**src/hdl/bucketed_min_priority_queue_macros.svh**
```systemverilog
// Assertion macros used by the queue datapath.
`ifndef BUCKETED_MIN_PRIORITY_QUEUE_MACROS_SVH
`define BUCKETED_MIN_PRIORITY_QUEUE_MACROS_SVH

`ifndef ASSERT_OFF
`define BMPQ_ASSERT_IMPL(label, clk, rst_n, ante, cons) \
  label: assert property (@(posedge clk) disable iff (!rst_n) (ante) |-> (cons)) \
    else $error("assertion failed");
`define BMPQ_ASSERT_NEXT(label, clk, rst_n, ante, cons) \
  label: assert property (@(posedge clk) disable iff (!rst_n) (ante) |=> (cons)) \
    else $error("assertion failed");
`else
`define BMPQ_ASSERT_IMPL(label, clk, rst_n, ante, cons)
`define BMPQ_ASSERT_NEXT(label, clk, rst_n, ante, cons)
`endif

`endif

```
**src/hdl/bmpq_pkg.sv**
```systemverilog
`timescale 1ns / 1ps
package bmpq_pkg;

  localparam int unsigned NUM_BUCKETS_DEF  = 256;
  localparam int unsigned BUCKET_DEPTH_DEF = 16;
  localparam int unsigned CNT_W            = 13;

  localparam logic [1:0] CFG_BUCKET_START = 2'd0;
  localparam logic [1:0] CFG_INV_STEP     = 2'd1;
  localparam logic [1:0] CFG_LAST_BUCKET  = 2'd2;

  localparam logic [1:0] REQ_INSERT  = 2'd0;
  localparam logic [1:0] REQ_REMOVE  = 2'd1;
  localparam logic [1:0] REQ_CONSUME = 2'd2;
  localparam logic [1:0] REQ_RSVD    = 2'd3;

  localparam logic [31:0] BUCKET_START_RST = 32'h0000_0000;
  localparam logic [31:0] INV_STEP_RST     = 32'h0001_0000;
  localparam logic [7:0]  LAST_BUCKET_RST  = 8'hFF;

  typedef enum logic [1:0] {ST_OK, ST_EMPTY, ST_NOT_FOUND, ST_FULL} status_e;
  typedef enum logic [1:0] {RD_PREV, RD_CUR, RD_NEXT} rd_sel_e;
  typedef enum logic [2:0] {PTR_HOLD, PTR_FILL, PTR_ZERO, PTR_DEC, PTR_INC,
                            PTR_FILL_M1} ptr_op_e;
  typedef enum logic [1:0] {CM_NONE, CM_INSERT, CM_REMOVE, CM_POP} commit_e;

  typedef struct packed {
    logic [1:0]         req_type;
    logic signed [31:0] key;
    logic [15:0]        tag_id;
  } req_t;

  typedef struct packed {
    logic [15:0]      out_id;
    logic [1:0]       status;
    logic [CNT_W-1:0] queue_count;
  } rsp_t;

  typedef struct packed {
    logic signed [31:0] key;
    logic [15:0]        tag_id;
  } entry_t;

  typedef struct packed {
    logic    capture;
    logic    diff;
    logic    mul_hi;
    logic    mul_lo;
    logic    bucket;
    logic    scan_load;
    logic    scan_step;
    logic    fill_rd;
    logic    ent_rd;
    rd_sel_e rd_sel;
    logic    ent_wr;
    logic    wr_new;
    ptr_op_e ptr_op;
    commit_e commit;
    logic    finish;
    status_e status;
  } cmd_t;

  typedef struct packed {
    logic fill_full;
    logic fill_zero;
    logic ptr_zero;
    logic ptr_at_fill;
    logic shift_end;
    logic key_gt;
    logic id_match;
    logic total_zero;
    logic cur_nonempty;
    logic scan_last;
  } sts_t;

endpackage

```
**src/hdl/bmpq_ctrl.sv**
```systemverilog
`timescale 1ns / 1ps
module bmpq_ctrl (
  input  logic          clk_i,
  input  logic          rst_ni,
  input  logic          start,
  output logic          busy,
  input  bmpq_pkg::req_t req_i,
  input  bmpq_pkg::sts_t sts_i,
  output bmpq_pkg::cmd_t cmd_o
);
  import bmpq_pkg::*;

  localparam logic [4:0] S_IDLE    = 5'd0;
  localparam logic [4:0] S_DIFF    = 5'd1;
  localparam logic [4:0] S_MULH    = 5'd2;
  localparam logic [4:0] S_MULL    = 5'd3;
  localparam logic [4:0] S_BKT     = 5'd4;
  localparam logic [4:0] S_FILL    = 5'd5;
  localparam logic [4:0] S_FILLW   = 5'd6;
  localparam logic [4:0] S_INS_RD  = 5'd7;
  localparam logic [4:0] S_INS_CMP = 5'd8;
  localparam logic [4:0] S_REM_RD  = 5'd9;
  localparam logic [4:0] S_REM_CMP = 5'd10;
  localparam logic [4:0] S_SH_RD   = 5'd11;
  localparam logic [4:0] S_SH_WR   = 5'd12;
  localparam logic [4:0] S_CONS    = 5'd13;
  localparam logic [4:0] S_SCAN    = 5'd14;
  localparam logic [4:0] S_CFILL   = 5'd15;
  localparam logic [4:0] S_CRD     = 5'd16;
  localparam logic [4:0] S_CPOP    = 5'd17;

  logic [4:0] state_q, state_d;
  logic       is_ins_q, is_ins_d;
  cmd_t       cmd;

  always_comb begin
    cmd      = '0;
    state_d  = state_q;
    is_ins_d = is_ins_q;
    case (state_q)
      S_IDLE: begin
        if (start) begin
          cmd.capture = 1'b1;
          case (req_i.req_type)
            REQ_INSERT: begin
              is_ins_d = 1'b1;
              state_d  = S_DIFF;
            end
            REQ_REMOVE: begin
              is_ins_d = 1'b0;
              state_d  = S_DIFF;
            end
            REQ_CONSUME: state_d = S_CONS;
            default: begin
              cmd.finish = 1'b1;
              cmd.status = ST_OK;
            end
          endcase
        end
      end
      S_DIFF: begin
        cmd.diff = 1'b1;
        state_d  = S_MULH;
      end
      S_MULH: begin
        cmd.mul_hi = 1'b1;
        state_d    = S_MULL;
      end
      S_MULL: begin
        cmd.mul_lo = 1'b1;
        state_d    = S_BKT;
      end
      S_BKT: begin
        cmd.bucket = 1'b1;
        state_d    = S_FILL;
      end
      S_FILL: begin
        cmd.fill_rd = 1'b1;
        state_d     = S_FILLW;
      end
      S_FILLW: begin
        if (is_ins_q) begin
          if (sts_i.fill_full) begin
            cmd.finish = 1'b1;
            cmd.status = ST_FULL;
            state_d    = S_IDLE;
          end else begin
            cmd.ptr_op = PTR_FILL;
            state_d    = S_INS_RD;
          end
        end else if (sts_i.fill_zero) begin
          cmd.finish = 1'b1;
          cmd.status = ST_NOT_FOUND;
          state_d    = S_IDLE;
        end else begin
          cmd.ptr_op = PTR_ZERO;
          state_d    = S_REM_RD;
        end
      end
      S_INS_RD: begin
        if (sts_i.ptr_zero) begin
          cmd.ent_wr = 1'b1;
          cmd.wr_new = 1'b1;
          cmd.commit = CM_INSERT;
          cmd.finish = 1'b1;
          cmd.status = ST_OK;
          state_d    = S_IDLE;
        end else begin
          cmd.ent_rd = 1'b1;
          cmd.rd_sel = RD_PREV;
          state_d    = S_INS_CMP;
        end
      end
      S_INS_CMP: begin
        cmd.ent_wr = 1'b1;
        if (sts_i.key_gt) begin
          cmd.ptr_op = PTR_DEC;
          state_d    = S_INS_RD;
        end else begin
          cmd.wr_new = 1'b1;
          cmd.commit = CM_INSERT;
          cmd.finish = 1'b1;
          cmd.status = ST_OK;
          state_d    = S_IDLE;
        end
      end
      S_REM_RD: begin
        if (sts_i.ptr_at_fill) begin
          cmd.finish = 1'b1;
          cmd.status = ST_NOT_FOUND;
          state_d    = S_IDLE;
        end else begin
          cmd.ent_rd = 1'b1;
          cmd.rd_sel = RD_CUR;
          state_d    = S_REM_CMP;
        end
      end
      S_REM_CMP: begin
        if (sts_i.id_match) begin
          state_d = S_SH_RD;
        end else begin
          cmd.ptr_op = PTR_INC;
          state_d    = S_REM_RD;
        end
      end
      S_SH_RD: begin
        if (sts_i.shift_end) begin
          cmd.commit = CM_REMOVE;
          cmd.finish = 1'b1;
          cmd.status = ST_OK;
          state_d    = S_IDLE;
        end else begin
          cmd.ent_rd = 1'b1;
          cmd.rd_sel = RD_NEXT;
          state_d    = S_SH_WR;
        end
      end
      S_SH_WR: begin
        cmd.ent_wr = 1'b1;
        cmd.ptr_op = PTR_INC;
        state_d    = S_SH_RD;
      end
      S_CONS: begin
        if (sts_i.total_zero) begin
          cmd.finish = 1'b1;
          cmd.status = ST_EMPTY;
          state_d    = S_IDLE;
        end else begin
          cmd.scan_load = 1'b1;
          state_d       = S_SCAN;
        end
      end
      S_SCAN: begin
        if (sts_i.cur_nonempty) begin
          cmd.fill_rd = 1'b1;
          state_d     = S_CFILL;
        end else if (sts_i.scan_last) begin
          cmd.finish = 1'b1;
          cmd.status = ST_EMPTY;
          state_d    = S_IDLE;
        end else begin
          cmd.scan_step = 1'b1;
        end
      end
      S_CFILL: begin
        cmd.ptr_op = PTR_FILL_M1;
        state_d    = S_CRD;
      end
      S_CRD: begin
        cmd.ent_rd = 1'b1;
        cmd.rd_sel = RD_CUR;
        state_d    = S_CPOP;
      end
      S_CPOP: begin
        cmd.commit = CM_POP;
        cmd.finish = 1'b1;
        cmd.status = ST_OK;
        state_d    = S_IDLE;
      end
      default: state_d = S_IDLE;
    endcase
  end

  always_ff @(posedge clk_i or negedge rst_ni) begin
    if (!rst_ni) begin
      state_q  <= S_IDLE;
      is_ins_q <= 1'b0;
    end else begin
      state_q  <= state_d;
      is_ins_q <= is_ins_d;
    end
  end

  assign busy  = (state_q != S_IDLE);
  assign cmd_o = cmd;

endmodule

```
**config.mk**
```make
export PLATFORM = sky130hd
export DESIGN_NAME = bmpq_ctrl
export DESIGN_NICKNAME = d
export VERILOG_FILES = /design/src/hdl/bucketed_min_priority_queue_macros.svh /design/src/hdl/bmpq_pkg.sv /design/src/hdl/bmpq_ctrl.sv
export SDC_FILE = /design/constraint.sdc
export NUM_CORES = 1
export LEC_CHECK = 0
export ABC_AREA = 1
export BUFFER_PORTS_ARGS = -buffer_cell sky130_fd_sc_hd__buf_2
export CAP_MARGIN = 20
export CORE_ASPECT_RATIO = 1.1
export CORE_MARGIN = 4
export CORE_UTILIZATION = 32
export CTS_CLUSTER_DIAMETER = 50
export DETAILED_ROUTE_END_ITERATION = 10
export GPL_ROUTABILITY_DRIVEN = 0
export PLACE_DENSITY = 0.79
export REMOVE_ABC_BUFFERS = 1
export SLEW_MARGIN = 30
export SYNTH_ARGS = -nofsm -noshare
export SYNTH_HDL_FRONTEND = slang
export SYNTH_SLANG_ARGS = --single-unit
```
**constraint.sdc**
```tcl
create_clock -name clk_i -period 1.6 [get_ports clk_i]
set_clock_uncertainty 0.15 [all_clocks]
set_input_delay 0.24 -clock clk_i [delete_from_list [all_inputs] [get_ports clk_i]]
set_output_delay 0.24 -clock clk_i [all_outputs]
set_load 0.02 [all_outputs]
```
Word-level counts from Yosys, hierarchy flattened --
Cells that the tools add are included. Widths: inputs -> output; s select.
Cells by class: divide/modulo/power cells 0, reductions and logical operators 9, mux-type cells 56, $add $sub $neg 0, $lt $le $gt $ge 0, bitwise logic cells 0, multipliers 0, eq/ne operators 22, shifts and indexed selects 0
Operator list (number):
- $pmux 5 s17 | 1
- $mux 3 | 16
- $eq 5x4->1 const B | 8
- $mux 4 | 7
- $pmux 3 s9 | 1
- $mux 5 | 5
- $eq 5x3->1 const B | 4
- $pmux 3 s5 | 1
- $mux 1 | 14
- $pmux 3 s4 | 1
- $eq 5x2->1 const B | 2
- $eq 5x5->1 const B | 2
- $pmux 5 s2 | 1
- $mux 2 | 4
- $pmux 1 s2 | 4
- $pmux 2 s4 | 1
- $reduce_and 3->1 | 2
- $eq 5x1->1 const B | 1
- $logic_not 5->1 | 1
- $reduce_bool 5->1 | 1
- $reduce_or 2->1 | 2
- $ne 3x2->1 const B | 1
- $ne 3x3->1 const B | 1
- $reduce_or 3->1 | 1
- 5 further kinds | 5
Storage, ports and cells: memories kept 0, RAM bits 0, output and inout bits 22, bits in latches 0, input bits 63, memory bits (read-only) 0, bits in registers 6, word-level logic and storage cells 89

Depth between registers and ports, before layout --
depth in word-level cells 5, depth in mapped cells 9, depth with buffers taken out 9

Worst setup path before layout --
Ideal clock, no wire load.
path type register to output, start point register state_q[4], end point output port cmd_o[2] (netlist bit), buffers on the path 0, stages on the path, launching flop included 8, data required time 1.210 ns, arrival time 1.596 ns, path slack -0.386 ns, cells stage by stage dfrtp_1 inv_2 nand3_1 nor2_1 inv_1 o21ai_0 nor2_1 nand3_1
RTL lines:
- start: declaration | line bmpq_ctrl.sv:32 | logic [4:0] state_q, state_d;
- start signal: assignment | line bmpq_ctrl.sv:209 | state_q <= state_d;
- end: declaration | line bmpq_ctrl.sv:9 | output bmpq_pkg::cmd_t cmd_o

==> results.json <==
{
  "detail_route.wl_per_cell_um": 12.4,
  "simple_logic_cell_fraction_of_the_synthesized_area_pct": 56.2,
  "yosys.area.top_type": "dfrtp_1",
  "netlist.area_leader.share_pct": 21.3,
  "final_util_pct": 68.8,
  "tritoncts": "done",
  "endpoint_kind": "output pin",
  "peakVddDrop_v": 0.000883,
  "count_of_buffers_inserted_at_the_top_level_ports": 36,
  "wl_um": 2800,
  "tightestPinTransition_ns": 0.215,
  "hold_start": "req_i[48]",
  "area_growth_syn_to_layout_pct": 101,
  "setup_ws_ns": -0.336,
  "crit_fanout": 6,
  "worst-r2r-cell-count": 9,
  "core_um2": 2060,
  "synth_top_family_by_area": "simple AND/OR/NAND/NOR gates",
  "post_route_cells_drive_above_1_share_pct": 55.6,
  "hold_end": "is_ins_q",
  "holdCritPathClass": "in -> reg",
  "start_util_pct": 34.2,
  "min_period_over_period_pct": 121,
  "syn-instance-count": 132,
  "primary_flip_flop_cell_chosen_by_synthesis_mapping": "dfrtp_1",
  "failed_checks": "setup timing",
  "fmax_mhz": 517,
  "fin_tns_setup_ns": -4.06,
  "route.detailed.drc": 0,
  "post_synthesis_cell_area_um2": 706,
  "clk_pin_slew_worst_paths_ns": 0.04,
  "p_per_area_nw_per_um2": 1690,
  "ff_latch_area_um2": 153,
  "fin_hold_ws_ns": 0.0579,
  "synthDistinctLibCells": 19,
  "fin_nets": 263,
  "antennaDiodeCount": 0,
  "floorplan.die.width_um": 52.8,
  "viasPerCell": 4.87,
  "run_status": "finished with violations",
  "cap_viol_max_count": 0,
  "ys_seq_elements": 6,
  "tritoncts.num_buffers": 3,
  "global_route.overflow_total": 0,
  "dpl.cell_count": 217,
  "xor_and_xnor_area_share_after_synthesis_pct": 0,
  "clockRootBuffer": "clkbuf_4",
  "clkSinkCount": 6,
  "totalPowerFinal_mw": 2.40,
  "place_hpwl_um": 1950,
  "rsz_0062_raised_after_global_routing": "yes",
  "drtAntennaViolNets": 0,
  "chipHeight_um": 57.3,
  "synthMostInstantiatedCell": "nand2_1",
  "initialDrtViolationCount": 32,
  "clkLatencyLatePin_ns": 0.24,
  "cp.arrival_ns": 1.55,
  "portion_of_the_post_synthesis_area_used_by_sequential_elements_pct": 21.3,
  "cts_htree_levels": 1,
  "fraction_of_the_mapped_netlist_area_in_compound_gates_pct": 8.16,
  "grt_util_all_layers_pct": 16.9,
  "crit-reg2reg-capture": "state_q[2]",
  "die-area_um2": 3020,
  "final-max-slew-violation-count": 0,
  "first_pass_grt_wire_length_um": 3940,
  "rr_startpoint": "state_q[4]",
  "cp_data_required_time_ns": 1.21,
  "setup_slack_on_the_worst_flop_to_flop_path_ns": -0.04,
  "synth-async-reset-ratio_pct": 100,
  "max_slew_margin_vs_limit_pct": 85.5,
  "muxShareOfSynthArea_pct": 0,
  "multi_input_area_um2": 602,
  "synth_area_leaders": "dfrtp_1, nand2_1, nor2_1",
  "ios": 85,
  "initial_antenna_violation_count": 0,
  "finalSetupViolations": 24,
  "layout_min_cycle_time_ns": 1.94,
  "timing.setup.critical_path_class": "reg -> out",
  "synth-edff-count": 0,
  "number_of_cells_traversed_by_the_worst_hold_path": 2,
  "stdcell_count": 226,
  "synth_commonest_cells": "nand2_1, nor2_1, inv_1",
  "fillerInstances": 165,
  "clock_path_buffers": 2,
  "share_of_synthesized_cell_area_in_full_adder_half_adder_and_majority_cells_pct": 0,
  "postSynthAreaPerCell_um2": 5.35,
  "fp-row-count": 17,
  "worstSetupStartpointType": "flop",
  "finalHoldViolations": 0,
  "p_leak_nw": 0.827,
  "pin_count_of_the_biggest_net_entering_global_routing": 7,
  "vias": 1101,
  "grt_pass1_vias": 936,
  "first_pass_iters": 4,
  "yosys_warnings": 0
}
## report_power, final
| group | internal, mW | switching (mW) | leakage [nW] | total [mW] |
|---|---|---|---|---|
| Clock | 0.0844 | 0.0474 | 0.0138 | 0.132 |
| Sequential | 0.223 | 0.0982 | 0.0732 | 0.321 |
| Combinational | 0.874 | 1.08 | 0.740 | 1.95 |
| Total | 1.18 | 1.22 | 0.827 | 2.40 |
## kinds of logic after synthesis
logic type,Yosys count
buffers and inverters,27
DFF,6
and+or+nand+nor,90
AOI/OAI and AO/OA,9
## per-layer routing
layer | GRT usage (%) | up-vias | part of all wire (%)
li1 | - | 555 | -
met1 | 21.7 | 506 | 43
met2 | 29.1 | 36 | 51
met3 | 0.783 | 4 | 4.4
met4 | 6.93 | 0 | 1.4
met5 | 0 | - | 0
## cells in the final DEF (no fill, tap or decap)
| cell type | count |
|---|---|
| inv_1 | 17 |
| inv_2 | 8 |
| or2_2 | 1 |
| buf_2 | 18 |
| dfrtp_1 | 4 |
| o21ai_1 | 1 |
| o311ai_1 | 1 |
| o2111ai_1 | 1 |
| nand3b_1 | 1 |
| a22oi_2 | 1 |
| nor3_2 | 3 |
| nor3_4 | 1 |
| nor2_2 | 6 |
| nand3_4 | 1 |
| nand3_2 | 4 |
| o31ai_4 | 1 |
| nor2_1 | 17 |
| buf_4 | 25 |
| dfrtp_2 | 2 |
| o21ai_2 | 2 |
| a21oi_1 | 1 |
| clkbuf_4 | 3 |
| nand4_1 | 4 |
| nand2_2 | 7 |
| nand3_1 | 13 |
| buf_6 | 19 |
| inv_4 | 2 |
| nor2_4 | 6 |
| o21ai_0 | 1 |
| dlygate4sd3_1 | 1 |
| nand2_1 | 26 |
## repair_timing
action / in CTS / in global routing
gates resized for setup: 58 / 29
buffers inserted: 2 / 3
pin swaps: 12 / 4
hold buffers: 1 / 0
endpoints found under the hold margin: 6 / 0
endpoints found under the setup margin: 22 / 27
## state kept, by name (all words and copies together), names as in the netlist
signal and cells:
state_q 5, is_ins_q 1
## through the flow
stage,area [um2],worst slack (ns)
after floorplan,706,-0.386
after global placement,1080,-0.0845
after detailed placement,1080,-0.0923
after CTS,1290,-0.244
after global routing,1420,-0.447
final,1420,-0.336
## layout make-up
class | count | area share (%)
Multi-Input combinational cell | 99 | 42.4
Inverter | 27 | 7.49
Timing Repair Buffer | 63 | 35.3
Clock buffer | 3 | 1.59
Tap cell | 28 | 2.47
Sequential cell | 6 | 10.7
## critical path, stage by stage (launching register included)
cell and delay (ns):
dfrtp_2 0.46, nor2_2 0.15, nand2_2 0.10, nor2_4 0.11
inv_2 0.06, nor3_2 0.13, nor2_1 0.07, nand3_1 0.10
buf_6 0.12
## worst max path at each step
stage                     depth (start not counted)        to        from  slack [ns]
after floorplan                                   7  cmd_o[2]  state_q[4]       -0.39
after global placement                            8  cmd_o[2]  state_q[3]       -0.08
after detailed placement                          8  cmd_o[2]  state_q[3]       -0.09
after CTS                                         7  cmd_o[0]  state_q[0]       -0.24
after global routing                              9  cmd_o[2]  state_q[4]       -0.45
final                                             8  cmd_o[2]  state_q[2]       -0.34
No activity file was read; power rests on OpenSTA's default activity.
